$ cat src/ldct_pkg.sv
`default_nettype none

package ldct_pkg;

  // Counter and remainder widths
  localparam int COUNT_WIDTH = 16;
  localparam int DELAY_WIDTH = 24;
  localparam int CFG_WIDTH   = 16;
  localparam int CFG_IDX_W   = 2;

  // Packed stream widths, rounded up to whole bytes
  localparam int IN_DATA_W  = ((DELAY_WIDTH + 7) / 8) * 8;
  localparam int OUT_BITS   = COUNT_WIDTH + DELAY_WIDTH;
  localparam int OUT_DATA_W = ((OUT_BITS + 7) / 8) * 8;

  localparam logic [DELAY_WIDTH-1:0] FULL_RANGE  = DELAY_WIDTH'(1) << COUNT_WIDTH;
  localparam logic [DELAY_WIDTH-1:0] HALF_RANGE  = DELAY_WIDTH'(1) << (COUNT_WIDTH - 1);
  localparam logic [DELAY_WIDTH-1:0] SHORT_LIMIT = FULL_RANGE - DELAY_WIDTH'(256);

  localparam logic [CFG_WIDTH-1:0] IDLE_RESET = CFG_WIDTH'(65500);
  localparam logic [CFG_WIDTH-1:0] LEAD_RESET = CFG_WIDTH'(100);

  // Input item kinds
  localparam logic KIND_TICK = 1'b0;
  localparam logic KIND_LOAD = 1'b1;

  typedef enum logic [CFG_IDX_W-1:0] {
    CFG_IDLE_PERIOD = 2'd0,
    CFG_MIN_LEAD    = 2'd1
  } cfg_index_t;

  typedef struct packed {
    logic                   expired;
    logic [COUNT_WIDTH-1:0] compare_value;
    logic [DELAY_WIDTH-1:0] remaining_wait;
  } result_t;

endpackage

`default_nettype wire

$ cat src/long_delay_compare_timer_unit.sv
// Extended-range compare timer.
// Input channel (in_*): one request per item. in_tuser is the kind
// (0 = tick, 1 = load), in_tdata[23:0] is the delay used by a load.
// Output channel (out_*): one result per request. out_tuser is the expired
// flag, out_tdata holds compare_value then remaining_wait.
// Config channel (cfg_*): cfg_index 0 = idle_period, 1 = min_lead; other
// indexes are accepted and dropped. cfg_ready is always high; write only
// while no request is in flight.
// Each result is registered, in the output register or in the skid entry.
// Throughput: one request per cycle while in_tready is high; state update is
// 16/24-bit compares, 16-bit adds, 24-bit subtracts between the registers.
// Stall: an output register plus one skid entry. A request is still taken
// while a result waits; in_tready drops only when the skid entry is full.
// Reset (rst_n low, synchronous): count 0, compare 65500, remainder 0,
// idle_period 65500, min_lead 100, output and skid empty.
`default_nettype none

module long_delay_compare_timer_unit
  import ldct_pkg::*;
(
  input  wire logic                  clk,
  input  wire logic                  rst_n,
  // in_tdata: [23:0] delay
  input  wire logic                  in_tvalid,
  output logic                       in_tready,
  input  wire logic [IN_DATA_W-1:0]  in_tdata,
  // in_tuser: [0] kind
  input  wire logic                  in_tuser,
  output logic                       out_tvalid,
  input  wire logic                  out_tready,
  // out_tdata: [15:0] compare_value, [39:16] remaining_wait
  output logic [OUT_DATA_W-1:0]      out_tdata,
  // out_tuser: [0] expired
  output logic                       out_tuser,
  input  wire logic                  cfg_valid,
  output logic                       cfg_ready,
  input  wire logic [CFG_IDX_W-1:0]  cfg_index,
  input  wire logic [CFG_WIDTH-1:0]  cfg_data
);

  logic [CFG_WIDTH-1:0]   idle_r, lead_r;
  logic [COUNT_WIDTH-1:0] tick_r, tick_nxt;
  logic [COUNT_WIDTH-1:0] cmp_r, cmp_nxt;
  logic [DELAY_WIDTH-1:0] extra_r, extra_nxt;
  logic                   expired_nxt;

  result_t out_r, skid_r, res_nxt;
  logic    out_valid_r, skid_valid_r;

  logic                   in_acc, out_take;
  logic [DELAY_WIDTH-1:0] delay;
  logic [COUNT_WIDTH-1:0] earliest;

  assign cfg_ready = 1'b1;
  assign in_tready = ~skid_valid_r;
  assign in_acc    = in_tvalid & in_tready;
  assign out_take  = out_valid_r & out_tready;
  assign delay     = in_tdata[DELAY_WIDTH-1:0];
  assign earliest  = tick_r + COUNT_WIDTH'(lead_r);

  // Next state for one request
  always_comb begin
    tick_nxt    = tick_r;
    cmp_nxt     = cmp_r;
    extra_nxt   = extra_r;
    expired_nxt = 1'b0;
    if (in_tuser == KIND_TICK) begin
      if (tick_r == cmp_r) begin
        tick_nxt = '0;
        if (extra_r >= FULL_RANGE) begin
          // long remainder: work off a half-range chunk
          extra_nxt = extra_r - HALF_RANGE;
        end else if (extra_r != '0) begin
          // last short piece goes to the compare register
          cmp_nxt   = extra_r[COUNT_WIDTH-1:0];
          extra_nxt = '0;
        end else begin
          expired_nxt = 1'b1;
          cmp_nxt     = COUNT_WIDTH'(idle_r);
        end
      end else begin
        tick_nxt = tick_r + COUNT_WIDTH'(1);
      end
    end else begin
      if (delay < SHORT_LIMIT) begin
        extra_nxt = '0;
        if (delay < {{(DELAY_WIDTH-COUNT_WIDTH){1'b0}}, earliest}) begin
          cmp_nxt = earliest;
        end else begin
          cmp_nxt = delay[COUNT_WIDTH-1:0];
        end
      end else begin
        extra_nxt = delay - HALF_RANGE;
        cmp_nxt   = HALF_RANGE[COUNT_WIDTH-1:0];
      end
    end
  end

  always_comb begin
    res_nxt.expired        = expired_nxt;
    res_nxt.compare_value  = cmp_nxt;
    res_nxt.remaining_wait = extra_nxt;
  end

  // Timer state and configuration
  always_ff @(posedge clk) begin
    if (!rst_n) begin
      idle_r  <= IDLE_RESET;
      lead_r  <= LEAD_RESET;
      tick_r  <= '0;
      cmp_r   <= COUNT_WIDTH'(IDLE_RESET);
      extra_r <= '0;
    end else begin
      if (cfg_valid) begin
        unique case (cfg_index_t'(cfg_index))
          CFG_IDLE_PERIOD: idle_r <= cfg_data;
          CFG_MIN_LEAD:    lead_r <= cfg_data;
          default: ;
        endcase
      end
      if (in_acc) begin
        tick_r  <= tick_nxt;
        cmp_r   <= cmp_nxt;
        extra_r <= extra_nxt;
      end
    end
  end

  // Output register with one skid entry behind it
  always_ff @(posedge clk) begin
    if (!rst_n) begin
      out_valid_r  <= 1'b0;
      skid_valid_r <= 1'b0;
    end else if (skid_valid_r) begin
      if (out_take) begin
        skid_valid_r <= 1'b0;
      end
    end else if (in_acc) begin
      if (out_valid_r && !out_tready) begin
        skid_valid_r <= 1'b1;
      end else begin
        out_valid_r <= 1'b1;
      end
    end else if (out_take) begin
      out_valid_r <= 1'b0;
    end
  end

  always_ff @(posedge clk) begin
    if (skid_valid_r) begin
      if (out_take) begin
        out_r <= skid_r;
      end
    end else if (in_acc) begin
      if (out_valid_r && !out_tready) begin
        skid_r <= res_nxt;
      end else begin
        out_r <= res_nxt;
      end
    end
  end

  assign out_tvalid = out_valid_r;
  assign out_tuser  = out_r.expired;
  assign out_tdata  = OUT_DATA_W'({out_r.remaining_wait, out_r.compare_value});

endmodule

`default_nettype wire

$ cat config.mk
export PLATFORM = sky130hd
export DESIGN_NAME = long_delay_compare_timer_unit
export DESIGN_NICKNAME = d
export VERILOG_FILES = /design/src/ldct_pkg.sv /design/src/long_delay_compare_timer_unit.sv
export SDC_FILE = /design/constraint.sdc
export NUM_CORES = 1
export LEC_CHECK = 0
export BUFFER_PORTS_ARGS = -buffer_cell sky130_fd_sc_hd__buf_2
export CORE_UTILIZATION = 30
export CTS_BUF_LIST = sky130_fd_sc_hd__clkbuf_16
export DETAILED_ROUTE_END_ITERATION = 16
export GPL_TIMING_DRIVEN = 0
export PLACE_DENSITY = 0.58
export SYNTH_ARGS = -nofsm -noshare
export SYNTH_HDL_FRONTEND = slang
export SYNTH_SLANG_ARGS = --single-unit
$ cat constraint.sdc
create_clock -name clk -period 10.7 [get_ports clk]
set_clock_uncertainty 0.05 [all_clocks]
set_input_delay 0.535 -clock clk [delete_from_list [all_inputs] [get_ports clk]]
set_output_delay 0.535 -clock clk [all_outputs]
set_load 0.05 [all_outputs]
==> run metrics <==
Multi-input gate area=4330 µm²; largest area contributor in the netlist=edfxtp_1; die outline width=174 µm; main combinational cell family by area after synthesis=compound AO/OA/AOI/OAI gates; total global routing overflow=0; vias in the first global route=6805; adder-cell area share of the yosys netlist=4.86%; register area=4260 µm²; clock root buffer master=clkbuf_16; Peak VDD IR=0.0000885 V; max-slew violation count=0; CP max stage cell=or4_1; Mapped Nets=967; clock sinks=172; mean post-synth cell area=10.1 µm²; Syn Std Cell Area=8900 µm²; Die Ht=174 µm; Clock Path Buffers=2; # rows=62; Core ar.=28900 µm²; largest cells by area after synthesis=edfxtp_1, dfxtp_1, ha_1; final hold vios=0; GP Congestion=0.946; largest net degree at the start of global routing=31; Startpoint Class=register; Final period util=51.1%; Num CTS Buffers=17; initial antenna violation count=2; clk slew on worst S/H paths=0.07 ns; post-synthesis cell count=885; Slew @ Worst Pin=1.22 ns; Synth top area share=27.7%; HPWL Detailed=20.9 mm; post-synthesis simple-gate area fraction=15.0%; Slew headroom=16.5%; global-route wire length before repair=41.4 mm; Final TNS setup=0 ns; status=finished, final reports clean; DRC viols=0; leakage dissipation=0.00392 µW; Post-DRT Antenna Nets=0; Placed Instance Area=9880 µm²; final instance area=10400 µm²; Routed wire per std cell=19.2 µm; hold_ws=0.297 ns; Max-cap violations=0; Vias=7219; CP cell instances=ha_1 > fa_1 > a211oi_1 > o21ai_0 > a41oi_1 > o21ai_0 > xnor2_1 > ha_1 > nand3_1 > or4_1 > or4_4 > and3_4 > buf_6 > buf_6 > o21ai_1 > o32ai_1 > mux2_2; area growth from synthesis to layout=17.1%; DR pass1 iterations=5; Hold Path Class=in -> reg; post-synthesis mux area share=6.09%; Starting Density=30.8%; DIE AREA=30400 µm²; post-CTS setup buffer count=0; post-synthesis sequential area ratio=47.9%; Fillers=2940; ys flop type=dfxtp_1; CP Class=reg -> reg; nets=1077; min Tclk post-route=5.47 ns; critical path capture point type=register; Yosys reg bits=172; Worst-Skew Late Latency=0.44 ns; RSZ-0062 raised after global routing=no; XOR/XNOR Fraction of Synth Area=4.43%; GRT Total Usage=18.0%; CP required=10.84 ns; CTS tree=built; DR vias/cell=5.18; # hold bufs at CTS=0; Starting DRT DRC Count=655; WP data arrival=5.61 ns; Final Setup Violations=0; H-tree levels=4; Post-Route WL=26.8 mm; PD cells=153 nW/µm²; I/O pins=92; IO Port Bufs=89; Post-synth EDFFs=82; fmax=183 MHz; post-cts resize count=0; ys async rst share=0%; Synth warnings=0; Unique masters post-synth=70; post-synthesis compound-gate area fraction=18.0%; share of cells above drive strength 1=18.8%; Worst Path Max Fanout=10; Max stage delay on crit path=0.57 ns
-- path summary, 6_finish.rpt --
kind	from	endpoint	slack, ns	depth (start not counted)
worst max-delay path	tick_r[0]	out_tdata[2]	5.23	17
worst min-delay path	cfg_data[6]	lead_r[6]	0.30	3
worst max register to register	tick_r[0]	out_tdata[2]	5.23	17
worst min register to register	lead_r[8]	lead_r[8]	0.42	2
-- cell usage in the layout, fill, tap and decap left out, types with 7 or more instances in the layout --
cell,instances
a21oi_1,40
nor2b_1,10
a211oi_1,17
nor2_1,47
xor2_1,29
nand2_1,108
a31oi_1,11
nor4_1,10
a21o_1,7
ha_1,33
a22oi_1,10
o21ai_0,48
edfxtp_1,82
mux2_2,34
or3_1,11
o22ai_1,7
a22o_1,11
nor3_1,14
dfxtp_1,90
nand4_1,9
xnor2_1,16
o21ba_2,15
o32ai_1,8
clkbuf_16,19
clkbuf_1,39
inv_1,38
buf_2,92
mux2i_1,8
nand3_1,28
o21a_1,11
-- report_power, final --
group	switching, µW	internal [µW]	total, µW
Combinational	167	82.9	250
Clock	265	318	583
Sequential	24.9	733	758
-- sequential cells by signal (all words and copies together), names as in the netlist --
signal        cells
skid_r           41
out_tdata        40
extra_r          24
out_tvalid        1
idle_r           16
skid_valid_r      1
cmp_r            16
out_tuser         1
lead_r           16
tick_r           16
-- worst max-delay path: cells and delay by family, from the launching register on --
family / cells / cell delay (ns)
AOI/OAI and AO/OA: 6 / 1.53
xor gates and xnor gates: 1 / 0.20
adders and majority gates: 3 / 0.99
buffers and inverters: 2 / 0.30
DFF: 1 / 0.42
muxes: 1 / 0.33
and+or+nand+nor: 4 / 1.38
-- area by class of cell --
cell class | instances | area share (%)
Clock inverter | 13 | 0.624
Clock buffer | 19 | 4.56
Inverter | 32 | 1.15
Timing Repair Buffer | 91 | 4.66
Multi-Input combinational cell | 634 | 41.5
Tap cell | 384 | 4.61
Buffer | 47 | 1.91
Antenna cell | 1 | 0.0240
Sequential cell | 172 | 40.9
-- cell usage after synthesis, types with 4 or more instances --
cell type  count
xor2_1        29
o21ba_2       15
o21a_1        11
xnor2_1       16
mux2_2        34
a21o_1         7
ha_1          33
inv_1         32
a211oi_1      17
dfxtp_1       90
nor2b_1       10
nand2_1      108
a22oi_1       10
o221ai_1       4
a21oi_1       41
nor2_1        47
o21ai_0       48
nor3b_1        4
clkbuf_1      39
nor4_1        10
or3_1         11
edfxtp_1      82
nand4_1        9
nand3b_1       6
nand3_1       28
and2_1         5
nor3_1        14
and3_1         6
a31oi_1       11
o31a_1         4
o22ai_1        7
a2111oi_0      4
nand2b_1       6
a22o_1        11
o32ai_1        8
mux2i_1        8
-- metal layers --
metal | global-route usage, % | up-vias | routed length, µm
met5 | 0 | - | 12
met4 | 5.85 | 2 | 484
met3 | 3.26 | 30 | 1680
met2 | 27.3 | 245 | 11800
met1 | 25.8 | 3472 | 12800
li1 | - | 3470 | -
-- cells by family (layout without fill, tap and decap cells) --
logic type,count (synthesis),after routing
muxes,48,48
and+or+nand+nor,278,278
DFF,172,172
buffers and inverters,79,202
AOI/OAI and AO/OA,228,228
xor gates and xnor gates,45,45
adders and majority gates,34,34
other,1,2
-- metrics by stage --
stage               instances  util, %  setup WS, ns  power (µW)
floorplan                 885        -          6.10         940
global placement         1358     34.0          5.28        1020
detailed placement       1360     34.1          5.29        1020
CTS                      1392     36.0          5.25        1600
global route             1392     36.0          4.88        1650
finish                   1393     36.0          5.23        1590
No activity file was read; power rests on OpenSTA's default activity.
